<file path="src/packed_table_base64_encoder_core_defines.svh">
// ----------------------------------------------------------------------------
// Assertion macros for the packed table base64url encoder
// Shared helpers that keep the concurrent checks short and uniform.
// ----------------------------------------------------------------------------
`ifndef PACKED_TABLE_BASE64_ENCODER_CORE_DEFINES_SVH
`define PACKED_TABLE_BASE64_ENCODER_CORE_DEFINES_SVH

// The consequent must hold in the same cycle as the antecedent.
`define PTBE_ASSERT_IMPLIES(lbl, ante, cons) \
    lbl: assert property (@(posedge clk) disable iff (!rst_n) (ante) |-> (cons)) \
        else $error("ptbe: implication check failed");

// The expression must never be true.
`define PTBE_ASSERT_NEVER(lbl, expr) \
    lbl: assert property (@(posedge clk) disable iff (!rst_n) !(expr)) \
        else $error("ptbe: forbidden condition seen");

`endif

</file>
<file path="src/ptbe_pkg.sv">
// ----------------------------------------------------------------------------
// ptbe_pkg
// Shared constants, types and the base64url character map.
// ----------------------------------------------------------------------------
package ptbe_pkg;

    localparam int GROUP_BITS         = 6;
    localparam int MAX_FIELD_BITS_DEF = 7;
    localparam int FIFO_DEPTH_DEF     = 2;
    localparam int DOMAIN_W           = 7;
    localparam int CHAR_W             = 7;
    localparam int TDATA_W            = 8;

    localparam logic [DOMAIN_W-1:0] DOMAIN_RESET = 7'd1;

    localparam logic [CHAR_W-1:0] CHAR_UPPER_A = 7'd65;
    localparam logic [CHAR_W-1:0] CHAR_LOWER_A = 7'd97;
    localparam logic [CHAR_W-1:0] CHAR_DIGIT_0 = 7'd48;
    localparam logic [CHAR_W-1:0] CHAR_DASH    = 7'd45;
    localparam logic [CHAR_W-1:0] CHAR_UNDER   = 7'd95;

    localparam logic [GROUP_BITS-1:0] GRP_LOWER_BASE = 6'd26;
    localparam logic [GROUP_BITS-1:0] GRP_DIGIT_BASE = 6'd52;
    localparam logic [GROUP_BITS-1:0] GRP_DASH       = 6'd62;

    typedef struct packed {
        logic empty;
        logic full;
    } fifo_status_t;

    function automatic logic [CHAR_W-1:0] b64_char(input logic [GROUP_BITS-1:0] g);
        logic [CHAR_W-1:0] gx;
        gx = CHAR_W'(g);
        if (g < GRP_LOWER_BASE)
            return CHAR_UPPER_A + gx;
        else if (g < GRP_DIGIT_BASE)
            return CHAR_LOWER_A + gx - CHAR_W'(GRP_LOWER_BASE);
        else if (g < GRP_DASH)
            return CHAR_DIGIT_0 + gx - CHAR_W'(GRP_DIGIT_BASE);
        else if (g == GRP_DASH)
            return CHAR_DASH;
        else
            return CHAR_UNDER;
    endfunction

endpackage

</file>
<file path="src/ptbe_front.sv">
// ----------------------------------------------------------------------------
// ptbe_front
// Holds the domain size and packs each accepted entry into a field.
// ----------------------------------------------------------------------------
module ptbe_front #(
    parameter int MAX_FIELD_BITS = ptbe_pkg::MAX_FIELD_BITS_DEF,
    parameter int WCNT_W         = $clog2(MAX_FIELD_BITS + 1)
) (
    input  logic                          clk,
    input  logic                          rst_n,
    input  logic                          cfg_we,
    input  logic [ptbe_pkg::DOMAIN_W-1:0] cfg_wdata,
    input  logic [ptbe_pkg::DOMAIN_W-1:0] entry_value,
    output logic [MAX_FIELD_BITS-1:0]     field,
    output logic [WCNT_W-1:0]             field_width
);
    import ptbe_pkg::*;

    logic [DOMAIN_W-1:0]       domain_size_reg;
    logic [DOMAIN_W-1:0]       domain_size_next;
    logic [MAX_FIELD_BITS-1:0] width_mask;

    // Width is one plus the index of the top set bit, a zero domain counts as one.
    function automatic logic [WCNT_W-1:0] calc_width(input logic [DOMAIN_W-1:0] d);
        int w;
        w = 1;
        for (int i = 1; i < DOMAIN_W; i++)
        begin
            if (d[i])
                w = i + 1;
        end
        if (w > MAX_FIELD_BITS)
            w = MAX_FIELD_BITS;
        return WCNT_W'(w);
    endfunction

    always_comb
    begin
        domain_size_next = cfg_we ? cfg_wdata : domain_size_reg;
    end

    always_ff @(posedge clk or negedge rst_n)
    begin
        if (!rst_n)
            domain_size_reg <= DOMAIN_RESET;
        else
            domain_size_reg <= domain_size_next;
    end

    always_comb
    begin
        field_width = calc_width(domain_size_reg);
        width_mask  = (MAX_FIELD_BITS'(1) << field_width) - MAX_FIELD_BITS'(1);
        // pack no-action entries as all ones
        if (entry_value < domain_size_reg)
            field = MAX_FIELD_BITS'(entry_value) & width_mask;
        else
            field = width_mask;
    end

endmodule

</file>
<file path="src/ptbe_fifo.sv">
// ----------------------------------------------------------------------------
// ptbe_fifo
// Short register queue between the packing front and the emitting back.
// ----------------------------------------------------------------------------
module ptbe_fifo #(
    parameter int WIDTH = 8,
    parameter int DEPTH = ptbe_pkg::FIFO_DEPTH_DEF
) (
    input  logic                   clk,
    input  logic                   rst_n,
    input  logic                   push,
    input  logic [WIDTH-1:0]       push_data,
    input  logic                   pop,
    output logic [WIDTH-1:0]       pop_data,
    output ptbe_pkg::fifo_status_t status
);
    import ptbe_pkg::*;

    localparam int PTR_W = (DEPTH > 1) ? $clog2(DEPTH) : 1;
    localparam int CNT_W = $clog2(DEPTH + 1);

    logic [WIDTH-1:0] mem_reg [DEPTH];
    logic [PTR_W-1:0] wr_ptr_reg, wr_ptr_next;
    logic [PTR_W-1:0] rd_ptr_reg, rd_ptr_next;
    logic [CNT_W-1:0] count_reg, count_next;

    always_comb
    begin
        wr_ptr_next = wr_ptr_reg;
        rd_ptr_next = rd_ptr_reg;
        count_next  = count_reg;
        if (push)
            wr_ptr_next = (wr_ptr_reg == PTR_W'(DEPTH - 1)) ? '0 : wr_ptr_reg + PTR_W'(1);
        if (pop)
            rd_ptr_next = (rd_ptr_reg == PTR_W'(DEPTH - 1)) ? '0 : rd_ptr_reg + PTR_W'(1);
        if (push && !pop)
            count_next = count_reg + CNT_W'(1);
        else if (pop && !push)
            count_next = count_reg - CNT_W'(1);
    end

    always_ff @(posedge clk or negedge rst_n)
    begin
        if (!rst_n)
        begin
            wr_ptr_reg <= '0;
            rd_ptr_reg <= '0;
            count_reg  <= '0;
        end
        else
        begin
            wr_ptr_reg <= wr_ptr_next;
            rd_ptr_reg <= rd_ptr_next;
            count_reg  <= count_next;
        end
    end

    always_ff @(posedge clk)
    begin
        if (push)
            mem_reg[wr_ptr_reg] <= push_data;
    end

    assign pop_data     = mem_reg[rd_ptr_reg];
    assign status.empty = (count_reg == '0);
    assign status.full  = (count_reg == CNT_W'(DEPTH));

endmodule

</file>
<file path="src/ptbe_back.sv">
// ----------------------------------------------------------------------------
// ptbe_back
// Bit accumulator and character emitter, one character per cycle while the receiver is ready.
// ----------------------------------------------------------------------------
module ptbe_back #(
    parameter int MAX_FIELD_BITS = ptbe_pkg::MAX_FIELD_BITS_DEF,
    parameter int WCNT_W         = $clog2(MAX_FIELD_BITS + 1)
) (
    input  logic                         clk,
    input  logic                         rst_n,
    input  logic                         entry_valid,
    input  logic [MAX_FIELD_BITS-1:0]    entry_field,
    input  logic [WCNT_W-1:0]            entry_width,
    input  logic                         entry_last,
    output logic                         pop,
    output logic                         idle,
    output logic                         m_tvalid,
    input  logic                         m_tready,
    output logic [ptbe_pkg::TDATA_W-1:0] m_tdata,
    output logic                         m_tlast
);
    import ptbe_pkg::*;

    localparam int ACC_W  = GROUP_BITS - 1 + MAX_FIELD_BITS;
    localparam int PEND_W = $clog2(ACC_W + 1);

    logic [ACC_W-1:0]  acc_reg, acc_next;
    logic [PEND_W-1:0] pend_reg, pend_next;
    logic              fin_reg, fin_next;
    logic              out_valid_reg, out_valid_next;
    logic [CHAR_W-1:0] out_char_reg, out_char_next;
    logic              out_last_reg, out_last_next;

    logic                  slot_free;
    logic                  load;
    logic [GROUP_BITS-1:0] grp;
    logic                  grp_last;
    logic [ACC_W-1:0]      merged;
    logic [PEND_W-1:0]     total;
    logic [PEND_W-1:0]     rem;

    function automatic logic [GROUP_BITS-1:0] pad_mask(input logic [PEND_W-1:0] n);
        return ~GROUP_BITS'((ACC_W'(1) << n) - ACC_W'(1));
    endfunction

    always_comb
    begin
        slot_free = !out_valid_reg || m_tready;
        acc_next  = acc_reg;
        pend_next = pend_reg;
        fin_next  = fin_reg;
        pop       = 1'b0;
        load      = 1'b0;
        grp       = '0;
        grp_last  = 1'b0;
        merged    = acc_reg | (ACC_W'(entry_field) << pend_reg);
        total     = pend_reg + PEND_W'(entry_width);
        rem       = '0;
        if (slot_free)
        begin
            if (pend_reg >= PEND_W'(GROUP_BITS))
            begin
                // drain a full group left from the previous entry
                load      = 1'b1;
                grp       = acc_reg[GROUP_BITS-1:0];
                rem       = pend_reg - PEND_W'(GROUP_BITS);
                grp_last  = fin_reg && (rem == '0);
                acc_next  = acc_reg >> GROUP_BITS;
                pend_next = rem;
                if (grp_last)
                    fin_next = 1'b0;
            end
            else if (fin_reg)
            begin
                load      = 1'b1;
                grp       = acc_reg[GROUP_BITS-1:0] | pad_mask(pend_reg);
                grp_last  = 1'b1;
                acc_next  = '0;
                pend_next = '0;
                fin_next  = 1'b0;
            end
            else if (entry_valid)
            begin
                pop = 1'b1;
                if (total >= PEND_W'(GROUP_BITS))
                begin
                    load      = 1'b1;
                    grp       = merged[GROUP_BITS-1:0];
                    rem       = total - PEND_W'(GROUP_BITS);
                    grp_last  = entry_last && (rem == '0);
                    acc_next  = merged >> GROUP_BITS;
                    pend_next = rem;
                    fin_next  = entry_last && (rem != '0);
                end
                else if (entry_last)
                begin
                    load      = 1'b1;
                    grp       = merged[GROUP_BITS-1:0] | pad_mask(total);
                    grp_last  = 1'b1;
                    acc_next  = '0;
                    pend_next = '0;
                end
                else
                begin
                    acc_next  = merged;
                    pend_next = total;
                end
            end
        end

        out_valid_next = out_valid_reg;
        out_char_next  = out_char_reg;
        out_last_next  = out_last_reg;
        if (load)
        begin
            out_valid_next = 1'b1;
            out_char_next  = b64_char(grp);
            out_last_next  = grp_last;
        end
        else if (m_tready)
            out_valid_next = 1'b0;
    end

    always_ff @(posedge clk or negedge rst_n)
    begin
        if (!rst_n)
        begin
            acc_reg       <= '0;
            pend_reg      <= '0;
            fin_reg       <= 1'b0;
            out_valid_reg <= 1'b0;
        end
        else
        begin
            acc_reg       <= acc_next;
            pend_reg      <= pend_next;
            fin_reg       <= fin_next;
            out_valid_reg <= out_valid_next;
        end
    end

    always_ff @(posedge clk)
    begin
        out_char_reg <= out_char_next;
        out_last_reg <= out_last_next;
    end

    assign idle     = (pend_reg == '0) && !fin_reg;
    assign m_tvalid = out_valid_reg;
    assign m_tdata  = {(TDATA_W - CHAR_W)'(0), out_char_reg};
    assign m_tlast  = out_last_reg;

endmodule

</file>
<file path="src/packed_table_base64_encoder_core.sv">
// ----------------------------------------------------------------------------
// packed_table_base64_encoder_core
// Packs table entries into a bit stream and emits it as base64url text.
// ----------------------------------------------------------------------------
// Input stream s_*: one table entry per transaction, s_tlast on the final
// entry of a table. Output stream m_*: one ASCII character per transaction,
// m_tlast on the final character of the text.
// cfg_we/cfg_wdata write the domain size; write it only while the block is
// idle. Entries at or above the domain size pack as all ones.
// An entry passes through the entry queue and then the output register
// before its first character, if it yields one, is on m_tdata. The output
// register moves one character per cycle while the receiver is ready; while
// the second character of an entry drains, the next entry waits in the queue.
// Reset clears the bit accumulator, empties the entry queue and sets the
// domain size to one.
// When the receiver stalls, the character holds in the output register,
// the entry queue fills and s_tready drops once it is full.
// ----------------------------------------------------------------------------
module packed_table_base64_encoder_core #(
    parameter int MAX_FIELD_BITS = ptbe_pkg::MAX_FIELD_BITS_DEF,
    parameter int FIFO_DEPTH     = ptbe_pkg::FIFO_DEPTH_DEF
) (
    input  logic                          clk,
    input  logic                          rst_n,
    input  logic                          cfg_we,
    input  logic [ptbe_pkg::DOMAIN_W-1:0] cfg_wdata,   // domain_size
    input  logic                          s_tvalid,
    output logic                          s_tready,
    input  logic [ptbe_pkg::TDATA_W-1:0]  s_tdata,     // [6:0] entry_value, [7] zero
    input  logic                          s_tlast,     // last_entry
    output logic                          m_tvalid,
    input  logic                          m_tready,
    output logic [ptbe_pkg::TDATA_W-1:0]  m_tdata,     // [6:0] out_char, [7] zero
    output logic                          m_tlast      // last_char
);
    import ptbe_pkg::*;

    localparam int WCNT_W = $clog2(MAX_FIELD_BITS + 1);
    localparam int QW     = MAX_FIELD_BITS + WCNT_W + 1;

    logic [MAX_FIELD_BITS-1:0] front_field;
    logic [WCNT_W-1:0]         front_width;
    logic                      push;
    logic                      pop;
    logic [QW-1:0]             q_din;
    logic [QW-1:0]             q_dout;
    fifo_status_t              q_status;
    logic                      back_idle;

    ptbe_front #(
        .MAX_FIELD_BITS (MAX_FIELD_BITS),
        .WCNT_W         (WCNT_W)
    ) u_front (
        .clk         (clk),
        .rst_n       (rst_n),
        .cfg_we      (cfg_we),
        .cfg_wdata   (cfg_wdata),
        .entry_value (s_tdata[DOMAIN_W-1:0]),
        .field       (front_field),
        .field_width (front_width)
    );

    assign s_tready = !q_status.full;
    assign push     = s_tvalid && s_tready;
    assign q_din    = {s_tlast, front_width, front_field};

    ptbe_fifo #(
        .WIDTH (QW),
        .DEPTH (FIFO_DEPTH)
    ) u_fifo (
        .clk       (clk),
        .rst_n     (rst_n),
        .push      (push),
        .push_data (q_din),
        .pop       (pop),
        .pop_data  (q_dout),
        .status    (q_status)
    );

    ptbe_back #(
        .MAX_FIELD_BITS (MAX_FIELD_BITS),
        .WCNT_W         (WCNT_W)
    ) u_back (
        .clk         (clk),
        .rst_n       (rst_n),
        .entry_valid (!q_status.empty),
        .entry_field (q_dout[MAX_FIELD_BITS-1:0]),
        .entry_width (q_dout[MAX_FIELD_BITS+WCNT_W-1:MAX_FIELD_BITS]),
        .entry_last  (q_dout[QW-1]),
        .pop         (pop),
        .idle        (back_idle),
        .m_tvalid    (m_tvalid),
        .m_tready    (m_tready),
        .m_tdata     (m_tdata),
        .m_tlast     (m_tlast)
    );

`include "packed_table_base64_encoder_core_defines.svh"

    `PTBE_ASSERT_NEVER(a_pop_when_empty, pop && q_status.empty)
    `PTBE_ASSERT_NEVER(a_push_when_full, push && q_status.full)
    `PTBE_ASSERT_IMPLIES(a_final_char_clears_acc, m_tvalid && m_tlast, back_idle)

endmodule
</file>
<file path="config.mk">
export PLATFORM = sky130hd
export DESIGN_NAME = packed_table_base64_encoder_core
export DESIGN_NICKNAME = d
export VERILOG_FILES = /design/src/ptbe_pkg.sv /design/src/ptbe_front.sv /design/src/ptbe_fifo.sv /design/src/ptbe_back.sv /design/src/packed_table_base64_encoder_core.sv
export VERILOG_INCLUDE_DIRS = /design/src /design/src/src
export SDC_FILE = /design/constraint.sdc
export NUM_CORES = 1
export LEC_CHECK = 0
export BUFFER_PORTS_ARGS = -buffer_cell sky130_fd_sc_hd__buf_2
export CORE_MARGIN = 2
export CORE_UTILIZATION = 33
export CTS_CLUSTER_SIZE = 28
export DETAILED_ROUTE_END_ITERATION = 8
export PLACE_DENSITY_LB_ADDON = 0.12
export RECOVER_POWER = 100
export REMOVE_ABC_BUFFERS = 1
export SYNTH_ARGS = -nofsm -noshare
export SYNTH_HDL_FRONTEND = slang
export SYNTH_SLANG_ARGS = --single-unit
</file>
<file path="constraint.sdc">
create_clock -name clk -period 11.3 [get_ports clk]
set_input_delay 2.26 -clock clk [delete_from_list [all_inputs] [get_ports clk]]
set_output_delay 2.26 -clock clk [all_outputs]
set_load 0.005 [all_outputs]
</file>
==> results.yml <==
drt:
  drt-vias-per-instance: 5.562
  first_pass_iters: 6
  wire_per_inst_um: 17.13
  vias: 3187
  drtAntennaViolNets: 0
  drt_iter0_drc: 251
  wl_um: 9816
  drc: 0
critical_path:
  cp_num_buf_inv: 4
  r2r_end: "u_back.out_char_reg[3]"
  crit_type: "input port to flip-flop"
  critPathMaxStageDelay_ns: 0.91
  crit_path_start_kind: "input port"
  crit_required_ns: 11.45
  cpLargestDelayFamily: "simple AND/OR/NAND/NOR gates"
  crit_fanout: 14
  cp_slowest_cell: "nor4b_1"
  crit_top_cell: "inv_1"
  path_cells: "buf_2 -> nor2b_1 -> a21oi_1 -> o21ai_0 -> inv_1 -> and2_0 -> inv_1 -> ha_1 -> nor2_1 -> nor4b_1 -> inv_1 -> and2_0 -> a221oi_1"
  reg2regPathDepth: 15
  crit_path_end_kind: "flip-flop"
  r2r_start: "u_fifo.rd_ptr_reg"
  r2r_slack_ns: 5.17
  cp_data_arrival_time_ns: 6.44
cts:
  cts-root-buf: "clkbuf_16"
  cts_sinks: 59
  cts_hold_buf: 0
  path_clk_slew_ns: 0.06
  cts_buffers: 9
  post_cts_buffers: 0
  cts_tree: "built"
  htree_levels: 3
  post_cts_resized: 0
  insertion_delay_ns: 0.34
  clockBufferDepth: 2
sta:
  fin_worst_skew_ns: 0.008692
  slew_headroom: -0.1697
  min_period_ns: 6.288
  clock.fmax_ghz: 0.1590
  period_share: 0.5565
  finalWorstSetupSlack_ns: 5.012
  fin_tns_setup_ns: 0
  drv_slew: 30
  worstMarginPinSlew_ns: 1.755
  setup_violations: 0
  hold_viol_final: 0
  fin_hold_ws_ns: 0.4922
  rsz0062_at_grt: "no"
placed_design:
  dp.cells: 557
  dpl.hpwl_um: 7158
  io_buffer_count: 29
  gp_congestion: 0.8479
  pre_cts_ws_ns: 5.592
yosys:
  syn_area_mm2: 0.004005
  synth_edf_count: 30
  yosys_warnings: 0
  ys_ff_latch: 59
  synth_cell_types: 75
  synth_top_area_share: 0.2249
  yosysSeqAreaShare: 0.4064
  ys_top_cells_by_count: "nand2_1 (35), edfxtp_1 (30), nor2_1 (29)"
  yosys.area.top_type: "edfxtp_1"
  synthTopCellsByArea: "edfxtp_1 (22%), dfrtp_1 (17%), ha_1 (6.2%), a21oi_1 (3.4%), mux2_2 (3.4%)"
  synth_flop_cell: "edfxtp_1"
  synthCells: 399
  post-synth-top-count-cell: "nand2_1"
  synthArstFlopShare: 0.4915
  postSynthAreaPerCell_um2: 10.04
power:
  p_comb_frac: 0.564
  power.density_mw_per_mm2: 325.4
  p_sw_frac: 0.4597
  power.internal_uw: 785.9
  seqPwrFrac: 0.265
  leakage_nw: 1.795
  clock_power_share: 0.171
  power.switching_uw: 668.6
  peakVddDrop_mv: 0.08794
run_status:
  violations: "capacitance limit, slew limit"
  run_status: "finished, violations left"
global_routing:
  grt_first_pass_wirelength_um: 16670
  grtUsageTotal: 0.1661
  first_global_vias: 3149
  antenna_found_initial: 0
  grt_overflow: 0
  grt_max_degree: 30
die:
  core_mm2: 0.01191
  io_pins: 32
  initial_core_util: 0.3362
  fp.dieArea_mm2: 0.01303
  rows: 40
  die_h_um: 114.2
  die_x_um: 114.2
min_path:
  whs_path_depth: 1
  hp-class: "flip-flop to flip-flop"
  min_to: "u_fifo.wr_ptr_reg"
  holdCritStartpoint: "u_fifo.wr_ptr_reg"
job:
  cap_violations: 1
cells_and_area:
  fin_cells: 573
  syn2layout_area_growth_pct: 11.62
  drive_above_1_share: 0.1596
  largest_reg_flops: 22
  final_nets: 462
  n_antenna_cell: 0
==> cells in the final DEF, fill, tap and decap left out, types with 6 or more instances in the layout <==
cell type and n:
a21o_1 9, a21oi_1 28, a31oi_1 7, buf_2 24, clkbuf_16 9, dfrtp_1 28
edfxtp_1 30, ha_1 20, inv_1 19, mux2_2 11, mux2i_1 11, nand2_1 35
nand2b_1 11, nand3_1 8, nor2_1 29, nor3_1 7, o21a_1 7, o21ai_0 22
xnor2_1 6
==> power groups by stage <==
stage | clock, mW | combinational, mW | sequential, mW
global placement | 0 | 0.841 | 0.387
finish | 0.248 | 0.821 | 0.385
floorplan | 0 | 0.630 | 0.374
global route | 0.266 | 0.923 | 0.395
CTS | 0.256 | 0.843 | 0.384
detailed placement | 0 | 0.835 | 0.387
==> final cells by class <==
type / instances / area [um2]
tap: 147 / 183.9
clock inverter: 6 / 42.54
inverter: 22 / 82.58
timing repair buffer: 30 / 146.4
clock buffer: 10 / 229.0
fill: 1200 / 7441
sequential: 59 / 1628
multi-input combinational: 299 / 2158
==> how the worst max path moves through the flow <==
stage | from | to | slack (ns) | cells after the start
2_1_floorplan | m_tready | u_back.out_char_reg[4] | 6.57 | 12
3_3_place_gp | m_tready | u_back.out_char_reg[3] | 5.58 | 13
3_5_place_dp | m_tready | u_back.out_char_reg[3] | 5.59 | 13
4_1_cts | m_tready | u_back.out_char_reg[3] | 5.92 | 13
5_1_grt | m_tready | u_back.out_char_reg[3] | 4.57 | 13
6_report | m_tready | u_back.out_char_reg[3] | 5.01 | 13
==> cells by family (layout without fill, tap and decap cells) <==
logic type | Yosys count | count (layout) | share of synthesized area
other | 1 | 1 | 0.0009363
xor gates and xnor gates | 10 | 10 | 0.02374
buffers and inverters | 41 | 68 | 0.04436
muxes | 30 | 30 | 0.09685
and+or+nand+nor | 113 | 113 | 0.1378
DFF | 59 | 59 | 0.4064
adders and majority gates | 20 | 20 | 0.06248
AOI/OAI and AO/OA | 125 | 125 | 0.2274
==> metal layers <==
metal,global-route usage,part of all wire,vias up
li1,-,-,1540
met1,0.2229,0.46,1533
met2,0.2579,0.47,94
met3,0.03229,0.050,20
met4,0.07967,0.025,0
met5,0,0,-
==> worst reg2reg max path, delay by kind of cell (launching register included) <==
kind                       cells  cell delay, ns
DFF                            1            0.88
and+or+nand+nor                5            2.02
buffers and inverters          3            0.91
muxes                          1            0.45
AOI/OAI and AO/OA              4            1.03
adders and majority gates      2            0.66
==> through the flow <==
stage               power (mW)  cell area (um2)  utilization
finish                   1.455             4471       0.3753
global route             1.585             4471       0.3753
CTS                      1.482             4518       0.3793
detailed placement       1.222             4247       0.3565
global placement         1.229             4247       0.3565
floorplan                1.004             3910            -
(Power assumes the default switching activity.)
